==> config.mk <==
export PLATFORM = sky130hd
export DESIGN_NAME = first_fit_bitmap_slot_allocator_unit_flat
export DESIGN_NICKNAME = d
export VERILOG_FILES = /design/src/hdl/ffba_pkg.sv /design/src/hdl/ffba_if.sv /design/src/hdl/first_fit_bitmap_slot_allocator_unit.sv /design/src/hdl/ffba_datapath.sv /design/src/hdl/ffba_ctrl.sv /design/src/flat_wrapper.sv
export VERILOG_INCLUDE_DIRS = /design/src /design/src/hdl
export SDC_FILE = /design/constraint.sdc
export NUM_CORES = 2
export LEC_CHECK = 0
export ABC_AREA = 0
export BUFFER_PORTS_ARGS = -buffer_cell sky130_fd_sc_hd__buf_2
export CORE_ASPECT_RATIO = 2
export CORE_MARGIN = 3
export CORE_UTILIZATION = 52
export DETAILED_ROUTE_END_ITERATION = 8
export PLACE_DENSITY = 0.7
export RECOVER_POWER = 50
export SLEW_MARGIN = 30
export SYNTH_ARGS = -nofsm -noshare
export SYNTH_HDL_FRONTEND = slang
export SYNTH_HIERARCHICAL = 1
export SYNTH_SLANG_ARGS = --single-unit
==> constraint.sdc <==
create_clock -name clk -period 24.4 [get_ports clk]
set_input_delay 4.88 -clock clk [delete_from_list [all_inputs] [get_ports clk]]
set_output_delay 4.88 -clock clk [all_outputs]
set_load 0.005 [all_outputs]
==> src/hdl/first_fit_bitmap_slot_allocator_unit_assert.svh <==
// Assertion macros shared by the allocator RTL.
// Both expect clk and rst_n in scope.
`ifndef FIRST_FIT_BITMAP_SLOT_ALLOCATOR_UNIT_ASSERT_SVH
`define FIRST_FIT_BITMAP_SLOT_ALLOCATOR_UNIT_ASSERT_SVH

// Same-cycle implication.
`define FFBA_ASSERT_SAME(lbl, ante, cons) \
    lbl: assert property (@(posedge clk) disable iff (!rst_n) (ante) |-> (cons)) \
        else $error("ffba assertion failed");

// Next-cycle implication.
`define FFBA_ASSERT_NEXT(lbl, ante, cons) \
    lbl: assert property (@(posedge clk) disable iff (!rst_n) (ante) |=> (cons)) \
        else $error("ffba assertion failed");

`endif

==> src/hdl/ffba_pkg.sv <==
`timescale 1ns / 1ps
`default_nettype none

package ffba_pkg;

    localparam int BYTES_W      = 14;
    localparam int SLOT_FIELD_W = 10;
    localparam int STATUS_W     = 2;

    localparam int SLOT_COUNT_DEF = 1024;

    // must be a power of two
    localparam int SLOT_BYTES = 8;
    localparam int SLOT_SHIFT = $clog2(SLOT_BYTES);
    localparam int NUM_W      = BYTES_W + 1 - SLOT_SHIFT;

    // bitmap row is one 64-bit word
    localparam int ROW_W     = 64;
    localparam int ROW_SHIFT = $clog2(ROW_W);

    // slots examined per scan cycle
    localparam int CHUNK_W     = 8;
    localparam int CHUNK_SHIFT = $clog2(CHUNK_W);
    localparam int CHUNKS      = ROW_W / CHUNK_W;
    localparam int CHUNK_IW    = $clog2(CHUNKS);

    localparam logic CMD_ALLOC   = 1'b0;
    localparam logic CMD_RELEASE = 1'b1;

    localparam logic [STATUS_W-1:0] ST_OK        = 2'd0;
    localparam logic [STATUS_W-1:0] ST_EXHAUSTED = 2'd1;
    localparam logic [STATUS_W-1:0] ST_PAST_END  = 2'd2;

    typedef enum logic [2:0] {
        S_CLEAR,
        S_IDLE,
        S_PREP,
        S_SCAN_RD,
        S_SCAN,
        S_MARK_RD,
        S_MARK_WR,
        S_RESULT
    } state_t;

    typedef struct packed {
        logic                    cmd;
        logic [BYTES_W-1:0]      byte_count;
        logic [SLOT_FIELD_W-1:0] release_start;
    } req_t;

    typedef struct packed {
        logic [SLOT_FIELD_W-1:0] slot_start;
        logic [STATUS_W-1:0]     status;
    } rsp_t;

    typedef struct packed {
        logic accept;
        logic prep;
        logic rd_en;
        logic scan_step;
        logic mark_wr;
        logic clear_wr;
        logic out_load;
    } ctl_t;

    typedef struct packed {
        logic is_release;
        logic num_zero;
        logic rel_empty;
        logic hit;
        logic chunk_last;
        logic row_last;
        logic mark_last;
    } stat_t;

endpackage

`default_nettype wire

==> src/hdl/ffba_if.sv <==
`timescale 1ns / 1ps
`default_nettype none

interface ffba_req_if;
    logic            valid;
    logic            ready;
    ffba_pkg::req_t  data;

    modport source (output valid, output data, input ready);
    modport sink   (input valid, input data, output ready);
endinterface

interface ffba_rsp_if;
    logic            valid;
    logic            ready;
    ffba_pkg::rsp_t  data;

    modport source (output valid, output data, input ready);
    modport sink   (input valid, input data, output ready);
endinterface

`default_nettype wire

==> src/hdl/first_fit_bitmap_slot_allocator_unit.sv <==
// Channel   Dir   Payload                               Transfer when
// req       in    cmd, byte_count, release_start        req.valid && req.ready
// rsp       out   slot_start, status                    rsp.valid && rsp.ready
//
// Reset: a clearing pass writes every 64-bit bitmap row to free, one row per
//   cycle; req.ready stays low until it ends.
// Allocate: a prep step; per bitmap row scanned, one read, then one 8-slot chunk
//   per cycle up to the hit; then one read and one write per bitmap row marked.
// Release: prep, then a read-modify-write per bitmap row touched (single port).
// The result sits in an output register; a new request is taken while it waits,
//   and that request finishes once the register has been drained.
`timescale 1ns / 1ps
`default_nettype none
`include "first_fit_bitmap_slot_allocator_unit_assert.svh"

module first_fit_bitmap_slot_allocator_unit #(
    parameter int SLOT_COUNT = ffba_pkg::SLOT_COUNT_DEF
) (
    input  wire logic   clk,
    input  wire logic   rst_n,
    ffba_req_if.sink    req,
    ffba_rsp_if.source  rsp
);

    ffba_pkg::ctl_t   ctl;
    ffba_pkg::stat_t  stat;
    ffba_pkg::rsp_t   rsp_data;
    logic             req_ready;
    logic             rsp_valid;

    ffba_ctrl u_ctrl (
        .clk       (clk),
        .rst_n     (rst_n),
        .req_valid (req.valid),
        .req_ready (req_ready),
        .rsp_valid (rsp_valid),
        .rsp_ready (rsp.ready),
        .stat      (stat),
        .ctl       (ctl)
    );

    ffba_datapath #(
        .SLOT_COUNT (SLOT_COUNT)
    ) u_datapath (
        .clk      (clk),
        .rst_n    (rst_n),
        .req_data (req.data),
        .ctl      (ctl),
        .stat     (stat),
        .rsp_data (rsp_data)
    );

    assign req.ready = req_ready;
    assign rsp.valid = rsp_valid;
    assign rsp.data  = rsp_data;

    `FFBA_ASSERT_NEXT(a_busy_after_accept, req.valid && req.ready, !req.ready)
    `FFBA_ASSERT_SAME(a_fail_slot_zero, rsp.valid && (rsp.data.status != ffba_pkg::ST_OK), rsp.data.slot_start == '0)
    `FFBA_ASSERT_SAME(a_no_write_when_idle, ctl.mark_wr || ctl.clear_wr, !req.ready)

endmodule

`default_nettype wire

==> src/hdl/ffba_datapath.sv <==
`timescale 1ns / 1ps
`default_nettype none

module ffba_datapath #(
    parameter int SLOT_COUNT = ffba_pkg::SLOT_COUNT_DEF
) (
    input  wire logic            clk,
    input  wire logic            rst_n,
    input  wire ffba_pkg::req_t  req_data,
    input  wire ffba_pkg::ctl_t  ctl,
    output ffba_pkg::stat_t      stat,
    output ffba_pkg::rsp_t       rsp_data
);

    localparam int ROW_W  = ffba_pkg::ROW_W;
    localparam int RS     = ffba_pkg::ROW_SHIFT;
    localparam int CW     = ffba_pkg::CHUNK_W;
    localparam int CS     = ffba_pkg::CHUNK_SHIFT;
    localparam int CIW    = ffba_pkg::CHUNK_IW;
    localparam int NW     = ffba_pkg::NUM_W;
    localparam int BW     = ffba_pkg::BYTES_W;
    localparam int SUM_W  = BW + 1;
    localparam int SFW    = ffba_pkg::SLOT_FIELD_W;
    localparam int STW    = ffba_pkg::STATUS_W;
    localparam int ROWS   = (SLOT_COUNT + ROW_W - 1) / ROW_W;
    localparam int RAW    = (ROWS > 1) ? $clog2(ROWS) : 1;
    localparam int IDX_W  = $clog2(SLOT_COUNT + 1);
    localparam int W0     = (IDX_W > NW) ? IDX_W : NW;
    localparam int W      = ((W0 > SFW) ? W0 : SFW) + 1;

    logic [ROW_W-1:0] mem [ROWS];

    logic [RAW-1:0]    row_reg, row_next;
    logic              cmd_reg, cmd_next;
    logic [NW-1:0]     num_reg, num_next;
    logic [SFW-1:0]    first_reg, first_next;
    logic [CIW-1:0]    chunk_reg, chunk_next;
    logic [W-1:0]      run_reg, run_next;
    logic [W-1:0]      start_reg, start_next;
    logic [W-1:0]      lo_reg, lo_next;
    logic [W-1:0]      hi_reg, hi_next;
    logic [W-1:0]      res_slot_reg, res_slot_next;
    logic [STW-1:0]    res_status_reg, res_status_next;
    logic [ROW_W-1:0]  rdata_reg;
    ffba_pkg::rsp_t    out_data_reg, out_data_next;

    logic [SUM_W-1:0]  byte_sum;
    logic [CW-1:0]     cbits;
    logic [W-1:0]      base;
    logic [CW-1:0]     used;
    logic [CW-1:0]     any_used;
    logic [CS-1:0]     last_pos [CW];
    logic [W-1:0]      run_at [CW];
    logic              hit;
    logic [W-1:0]      found;
    logic [W-1:0]      run_out;
    logic [W-1:0]      start_out;
    logic [W-1:0]      first_ext;
    logic [W-1:0]      rel_end;
    logic              rel_past;
    logic [W-1:0]      rel_stop;
    logic [W-1:0]      hi_m1;
    logic [ROW_W-1:0]  mask;
    logic [ROW_W-1:0]  wdata;
    logic              wr_en;

    assign byte_sum  = {1'b0, req_data.byte_count} + SUM_W'(ffba_pkg::SLOT_BYTES - 1);
    assign cbits     = rdata_reg[{chunk_reg, {CS{1'b0}}} +: CW];
    assign base      = W'({row_reg, chunk_reg, {CS{1'b0}}});
    assign first_ext = W'(first_reg);
    assign rel_end   = first_ext + W'(num_reg);
    assign rel_past  = rel_end > W'(SLOT_COUNT);
    assign rel_stop  = rel_past ? W'(SLOT_COUNT) : rel_end;
    assign hi_m1     = hi_reg - W'(1);

    // run tracking for one chunk; slots past the store count as used
    always_comb
    begin
        for (int i = 0; i < CW; i++)
        begin
            used[i] = cbits[i] | ((base + W'(i)) >= W'(SLOT_COUNT));
        end
        for (int i = 0; i < CW; i++)
        begin
            any_used[i] = 1'b0;
            last_pos[i] = '0;
            for (int j = 0; j < CW; j++)
            begin
                if (j <= i && used[j])
                begin
                    any_used[i] = 1'b1;
                    last_pos[i] = CS'(j);
                end
            end
            run_at[i] = any_used[i] ? (W'(i) - W'(last_pos[i]))
                                    : (run_reg + W'(i) + W'(1));
        end
        hit   = 1'b0;
        found = start_reg;
        for (int i = CW - 1; i >= 0; i--)
        begin
            if (run_at[i] >= W'(num_reg))
            begin
                hit   = 1'b1;
                found = any_used[i] ? (base + W'(last_pos[i]) + W'(1)) : start_reg;
            end
        end
        run_out   = run_at[CW-1];
        start_out = any_used[CW-1] ? (base + W'(last_pos[CW-1]) + W'(1)) : start_reg;
    end

    always_comb
    begin
        for (int b = 0; b < ROW_W; b++)
        begin
            mask[b] = (W'({row_reg, RS'(b)}) >= lo_reg) && (W'({row_reg, RS'(b)}) < hi_reg);
        end
        if (ctl.clear_wr)
        begin
            wdata = '0;
        end
        else if (cmd_reg == ffba_pkg::CMD_ALLOC)
        begin
            wdata = rdata_reg | mask;
        end
        else
        begin
            wdata = rdata_reg & ~mask;
        end
    end

    assign wr_en = ctl.mark_wr | ctl.clear_wr;

    always_comb
    begin
        stat.is_release = (cmd_reg == ffba_pkg::CMD_RELEASE);
        stat.num_zero   = (num_reg == '0);
        stat.rel_empty  = (first_ext >= rel_stop);
        stat.hit        = hit;
        stat.chunk_last = (chunk_reg == CIW'(ffba_pkg::CHUNKS - 1));
        stat.row_last   = (row_reg == RAW'(ROWS - 1));
        stat.mark_last  = (row_reg == hi_m1[RS +: RAW]);
    end

    always_comb
    begin
        row_next        = row_reg;
        cmd_next        = cmd_reg;
        num_next        = num_reg;
        first_next      = first_reg;
        chunk_next      = chunk_reg;
        run_next        = run_reg;
        start_next      = start_reg;
        lo_next         = lo_reg;
        hi_next         = hi_reg;
        res_slot_next   = res_slot_reg;
        res_status_next = res_status_reg;
        out_data_next   = out_data_reg;

        if (ctl.accept)
        begin
            cmd_next   = req_data.cmd;
            num_next   = byte_sum[SUM_W-1:ffba_pkg::SLOT_SHIFT];
            first_next = req_data.release_start;
        end

        if (ctl.prep)
        begin
            res_slot_next = '0;
            run_next      = '0;
            start_next    = '0;
            chunk_next    = '0;
            if (cmd_reg == ffba_pkg::CMD_RELEASE)
            begin
                lo_next         = first_ext;
                hi_next         = rel_stop;
                row_next        = first_ext[RS +: RAW];
                res_status_next = rel_past ? ffba_pkg::ST_PAST_END : ffba_pkg::ST_OK;
            end
            else
            begin
                row_next        = '0;
                res_status_next = ffba_pkg::ST_OK;
            end
        end

        if (ctl.scan_step)
        begin
            if (hit)
            begin
                lo_next       = found;
                hi_next       = found + W'(num_reg);
                res_slot_next = found;
                row_next      = found[RS +: RAW];
            end
            else
            begin
                run_next   = run_out;
                start_next = start_out;
                if (stat.chunk_last)
                begin
                    chunk_next = '0;
                    if (stat.row_last)
                    begin
                        res_status_next = ffba_pkg::ST_EXHAUSTED;
                    end
                    else
                    begin
                        row_next = row_reg + RAW'(1);
                    end
                end
                else
                begin
                    chunk_next = chunk_reg + CIW'(1);
                end
            end
        end

        if (wr_en)
        begin
            row_next = row_reg + RAW'(1);
        end

        if (ctl.out_load)
        begin
            out_data_next.slot_start = SFW'(res_slot_reg);
            out_data_next.status     = res_status_reg;
        end
    end

    always_ff @(posedge clk or negedge rst_n)
    begin
        if (!rst_n)
        begin
            row_reg <= '0;
        end
        else
        begin
            row_reg <= row_next;
        end
    end

    always_ff @(posedge clk)
    begin
        cmd_reg        <= cmd_next;
        num_reg        <= num_next;
        first_reg      <= first_next;
        chunk_reg      <= chunk_next;
        run_reg        <= run_next;
        start_reg      <= start_next;
        lo_reg         <= lo_next;
        hi_reg         <= hi_next;
        res_slot_reg   <= res_slot_next;
        res_status_reg <= res_status_next;
        out_data_reg   <= out_data_next;
    end

    always_ff @(posedge clk)
    begin
        if (ctl.rd_en)
        begin
            rdata_reg <= mem[row_reg];
        end
        if (wr_en)
        begin
            mem[row_reg] <= wdata;
        end
    end

    assign rsp_data = out_data_reg;

endmodule

`default_nettype wire

==> src/hdl/ffba_ctrl.sv <==
`timescale 1ns / 1ps
`default_nettype none

module ffba_ctrl (
    input  wire logic             clk,
    input  wire logic             rst_n,
    input  wire logic             req_valid,
    output logic                  req_ready,
    output logic                  rsp_valid,
    input  wire logic             rsp_ready,
    input  wire ffba_pkg::stat_t  stat,
    output ffba_pkg::ctl_t        ctl
);

    ffba_pkg::state_t state_reg, state_next;
    logic             rsp_valid_reg, rsp_valid_next;

    always_ff @(posedge clk or negedge rst_n)
    begin
        if (!rst_n)
        begin
            state_reg     <= ffba_pkg::S_CLEAR;
            rsp_valid_reg <= 1'b0;
        end
        else
        begin
            state_reg     <= state_next;
            rsp_valid_reg <= rsp_valid_next;
        end
    end

    always_comb
    begin
        state_next = state_reg;
        ctl        = '0;
        req_ready  = 1'b0;

        case (state_reg)
            ffba_pkg::S_CLEAR:
            begin
                ctl.clear_wr = 1'b1;
                if (stat.row_last)
                begin
                    state_next = ffba_pkg::S_IDLE;
                end
            end
            ffba_pkg::S_IDLE:
            begin
                req_ready = 1'b1;
                if (req_valid)
                begin
                    ctl.accept = 1'b1;
                    state_next = ffba_pkg::S_PREP;
                end
            end
            ffba_pkg::S_PREP:
            begin
                ctl.prep = 1'b1;
                if (stat.is_release)
                begin
                    state_next = stat.rel_empty ? ffba_pkg::S_RESULT : ffba_pkg::S_MARK_RD;
                end
                else
                begin
                    state_next = stat.num_zero ? ffba_pkg::S_RESULT : ffba_pkg::S_SCAN_RD;
                end
            end
            ffba_pkg::S_SCAN_RD:
            begin
                ctl.rd_en  = 1'b1;
                state_next = ffba_pkg::S_SCAN;
            end
            ffba_pkg::S_SCAN:
            begin
                ctl.scan_step = 1'b1;
                if (stat.hit)
                begin
                    state_next = ffba_pkg::S_MARK_RD;
                end
                else if (stat.chunk_last)
                begin
                    state_next = stat.row_last ? ffba_pkg::S_RESULT : ffba_pkg::S_SCAN_RD;
                end
            end
            ffba_pkg::S_MARK_RD:
            begin
                ctl.rd_en  = 1'b1;
                state_next = ffba_pkg::S_MARK_WR;
            end
            ffba_pkg::S_MARK_WR:
            begin
                ctl.mark_wr = 1'b1;
                state_next  = stat.mark_last ? ffba_pkg::S_RESULT : ffba_pkg::S_MARK_RD;
            end
            ffba_pkg::S_RESULT:
            begin
                if (!rsp_valid_reg || rsp_ready)
                begin
                    ctl.out_load = 1'b1;
                    state_next   = ffba_pkg::S_IDLE;
                end
            end
            default:
            begin
                state_next = ffba_pkg::S_IDLE;
            end
        endcase
    end

    always_comb
    begin
        if (ctl.out_load)
        begin
            rsp_valid_next = 1'b1;
        end
        else if (rsp_ready)
        begin
            rsp_valid_next = 1'b0;
        end
        else
        begin
            rsp_valid_next = rsp_valid_reg;
        end
    end

    assign rsp_valid = rsp_valid_reg;

endmodule

`default_nettype wire

==> src/flat_wrapper.sv <==
// flat-port wrapper written by rule: the top's interface ports become plain ports
module first_fit_bitmap_slot_allocator_unit_flat 
#(
    parameter int SLOT_COUNT = ffba_pkg::SLOT_COUNT_DEF
)
  (clk, rst_n, req_valid, req_data, req_ready, rsp_valid, rsp_data, rsp_ready);
  ffba_req_if req_i ();
  ffba_rsp_if rsp_i ();
  input  wire logic clk;
  input  wire logic rst_n;
  input wire logic [$bits(req_i.valid)-1:0] req_valid;
  input wire logic [$bits(req_i.data)-1:0] req_data;
  output wire logic [$bits(req_i.ready)-1:0] req_ready;
  output wire logic [$bits(rsp_i.valid)-1:0] rsp_valid;
  output wire logic [$bits(rsp_i.data)-1:0] rsp_data;
  input wire logic [$bits(rsp_i.ready)-1:0] rsp_ready;
  assign req_i.valid = req_valid;
  assign req_i.data = req_data;
  assign req_ready = req_i.ready;
  assign rsp_valid = rsp_i.valid;
  assign rsp_data = rsp_i.data;
  assign rsp_i.ready = rsp_ready;
  first_fit_bitmap_slot_allocator_unit #(.SLOT_COUNT(SLOT_COUNT)) u_core (.clk(clk), .rst_n(rst_n), .req(req_i), .rsp(rsp_i));
endmodule
==> results.md <==
Power:
- The internal portion of the total power is around 5400 uW.
- Of the total power, the share spent switching nets is 0.396.
- The standby leakage power is 0.0202 uW.
- The switching component of the power is approximately 3600 uW.
- Power spread over the standard cell area amounts to 148 nW/um^2.
- The combinational share of power is 0.432.
- The share of total power in the clock network is 0.185.
- The fraction of power consumed by sequential logic is 0.383.
- The worst-case IR drop observed on VDD is 0.0925 mV.

Outcome:
- The final reports fail on capacitance limit, slew limit.
- The run finished, with violations left.

Place:
- The pre-CTS worst setup slack is about 16 ns.
- The placer congestion estimate is 1.05.
- Input and output buffers added on the ports amount to 42.
- The sum of net half-perimeters after detailed placement is between 100000 and 150000 microns.

Floorplan:
- For this design the top-level I/O count stands at 43.
- In this run the vertical extent of the chip is 469 microns.
- The initialized floorplan defines between 150 and 200 standard-cell rows.
- The floorplan step set the die width to 237 microns.
- The area of the core region is 106000 sq um.
- The die covers about 110000 sq um.
- For this configuration, the core starts out at a cell density of 0.524.

CTS:
- In this run, post-CTS repair resized a total of 0 instances.
- The clock-pin slew of the registers on the worst-case setup and hold paths is 0.07 ns.
- The number of clock sinks is approximately 1.2k.
- The number of buffers added by the clock tree synthesis step is a little under 100.
- TritonCTS built the clock tree.
- Clock latency on the worst-skew pair, taken at its later pin, is about 0.74 ns.
- The number of setup buffers added after CTS is 0.
- The clock root buffer is sky130_fd_sc_hd__clkbuf_16.
- The H-tree generated during clock tree synthesis spans 3 levels.
- The worst-case clock buffer depth is 3.
- The count of hold buffers inserted by post-cts repair is 0.

Layout:
- The most common cell after layout, fill and taps aside is sky130_fd_sc_hd__edfxtp_1.
- The multi-input combinational cells in the finished layout cover a total of 19300 sq um.
- In the final layout, the share of cells above drive strength 1 is 0.179.
- The flip-flop count of the largest register, all copies and words added is between 1k and 1.5k.
- Relative to the synthesized area, the layout overhead comes to 9.06%.
- The filler cells instantiated in the layout total 8153.
- In the layout the commonest cells are 1123 x sky130_fd_sc_hd__edfxtp_1, 328 x sky130_fd_sc_hd__mux4_2, 293 x sky130_fd_sc_hd__nor2_1.
- The number of nets in the finished design is 3795.
- The footprint of the flip-flops and latches is ~35000 sq um.

Route:
- The detailed router finished its first iteration with approximately 3.3k violations.
- Across all layers, the routed design uses approximately 34k vias.
- For this block, the routed nets add up to ~170000 microns of wire.
- The via density per instance is approximately 6.7.
- The number of detailed-route iterations in the first pass is 8.
- The detail route stage leaves a number of antenna-violating nets equal to 0.
- The routed wirelength normalized by instance count is 33.1 microns.
- The DRC violations left is 0.

Logic synthesis:
- The netlist uses around 110 different library cells.
- After synthesis the cells add up to around 56000 sq um.
- Of the post-synthesis cell area, the dominant cell type holds 0.606.
- The most used flip-flop cell after synthesis is sky130_fd_sc_hd__edfxtp_1.
- For this run, asynchronously set or reset flops after synthesis account for 0.00668.
- Dividing the synthesized area by the synthesized cell count gives about 16 sq um.
- The cell count after synthesis is between 3k and 4k.
- The register area share after synthesis is 0.634.
- The net count of the mapped netlist is 3775.
- By area the synthesized netlist is led by sky130_fd_sc_hd__edfxtp_1 61%, sky130_fd_sc_hd__mux4_2 13%, sky130_fd_sc_hd__ha_1 3.6%, sky130_fd_sc_hd__dfxtp_1 2.4%, sky130_fd_sc_hd__nor2_1 2.1%.
- Synthesis inferred around 1.2k register bits.
- Yosys mapped a number of flops with a built-in enable equal to around 1.1k.
- The largest area contributor in the netlist is sky130_fd_sc_hd__edfxtp_1.
- The Yosys step of the flow raised 6 warnings.

Setup path:
- Of all nets on the critical path, the largest fanout is 50.
- On the critical path, the stage with the largest delay is an instance of sky130_fd_sc_hd__clkbuf_1.
- The count of buffer and inverter cells on the critical path is 3.
- The kind of critical path is reg -> reg.
- The sort of element at the start of the critical path is a flop.
- The worst path arrival time is approximately 10 ns.
- On the critical path the largest part of the delay comes from buffers and inverters.
- The nature of the critical path endpoint is a flop.
- The largest single stage delay on the critical path is about 3.1 ns.
- Walking the worst path, the cells encountered are clkbuf_1 -> clkbuf_1 -> buf_4 -> mux4_2 -> mux4_2.
- At the worst endpoint, the required time is 24.85 ns.

Timing:
- The number of setup violations in the final report is 0.
- The smallest clock period supported by the final layout is computed as around 10 ns.
- Headroom to the max-slew limit came out at -1.87.
- After routing, the total negative slack on setup checks comes to 0 ns.
- Setup repair after global routing left no endpoint under its margin.
- The pin slew with the least headroom to its limit is around 4.3 ns.
- The share of the clock period used by the worst path is 0.403.
- The number of failing hold endpoints at the final stage came to 0.
- The timing-limited maximum frequency is 102 MHz.
- The final worst setup slack is about 15 ns.
- The count of final max-slew check failures is around 1.4k.
- Clock skew on the completed layout was measured at 0.0472 ns.

GRT:
- In the global route stage, overall resource usage came out at 0.305.
- The wire length of the first global-routing pass is 243000 microns.
- The largest net degree at the start of global routing is about 150.
- The via count of the first global-routing pass is ~35k.
- The initial antenna violation count was 4.
- The overflow left after global routing is 0.

Hold path:
- The worst hold path belongs to the class reg -> reg.

Flow run:
- Across the run, the number of max-cap violations was 41.
## per-layer routing
| metal | GRT usage | up-vias | wire [microns] |
|---|---|---|---|
| li1 | - | 14300 | - |
| met1 | 0.327 | 17200 | 53600 |
| met2 | 0.536 | 1728 | 86400 |
| met3 | 0.0545 | 635 | 11600 |
| met4 | 0.232 | 0 | 15800 |
| met5 | 0 | - | 0 |
## final cells by class
type                            instances  area share
Antenna cell                            5    0.000206
Clock inverter                         72      0.0137
Inverter                               80     0.00507
Tap cell                             1368      0.0282
Timing Repair Buffer                  127      0.0124
Sequential cell                      1198       0.581
Multi-Input combinational cell       2099       0.318
Clock buffer                          112      0.0416
## stage by stage
stage	std cells	hold WS (ns)	power (uW)	util	area, sq um
3_3_place_gp	4868	0.417	7120	0.541	57400
5_1_grt	5059	0.442	9320	0.572	60700
3_5_place_dp	4869	0.416	7180	0.541	57400
2_1_floorplan	3584	0.408	5780	-	55700
6_report	5061	0.433	8970	0.572	60700
4_1_cts	5053	0.432	8840	0.572	60800
## logic make-up after synthesis
group,share of synthesized area
flops,0.634
xor+xnor,0.0184
simple gates,0.0681
mux,0.148
fa+ha+maj,0.0367
compound gates,0.0730
buf+inv,0.0218
## synth_stat cells (70+ instances only)
master and n:
sky130_fd_sc_hd__clkbuf_1 125, sky130_fd_sc_hd__ha_1 160, sky130_fd_sc_hd__nand3_1 105, sky130_fd_sc_hd__a21oi_1 126, sky130_fd_sc_hd__mux4_2 328, sky130_fd_sc_hd__inv_1 76, sky130_fd_sc_hd__mux2i_1 81, sky130_fd_sc_hd__nand2_1 209
sky130_fd_sc_hd__xnor2_1 70, sky130_fd_sc_hd__edfxtp_1 1123, sky130_fd_sc_hd__nor2_1 309, sky130_fd_sc_hd__o21ai_0 106
## power groups by stage
stage	logic [uW]	clock network, uW	registers, uW
2_1_floorplan	2540	0	3250
3_3_place_gp	3690	0	3430
3_5_place_dp	3730	0	3450
4_1_cts	3750	1680	3410
5_1_grt	4110	1750	3460
6_report	3870	1660	3440
## worst paths after layout
kind                                                         from                              to  slack [ns]  depth (start not counted)
worst max-delay path                 u_core/u_datapath/row_reg[0]  u_core/u_datapath/rdata_reg[9]       14.56                          5
worst min-delay path            u_core/u_datapath/res_slot_reg[3]   u_core/u_datapath/rsp_data[5]        0.43                          0
worst max register to register       u_core/u_datapath/row_reg[0]  u_core/u_datapath/rdata_reg[9]       14.56                          5
worst min register to register  u_core/u_datapath/res_slot_reg[3]   u_core/u_datapath/rsp_data[5]        0.43                          0
max in group asynchronous                                   rst_n    u_core/u_datapath/row_reg[1]       20.16                          1
min in group asynchronous                                   rst_n    u_core/u_datapath/row_reg[0]        4.00                          1
Note: power is estimated with default switching activity, not from simulation.
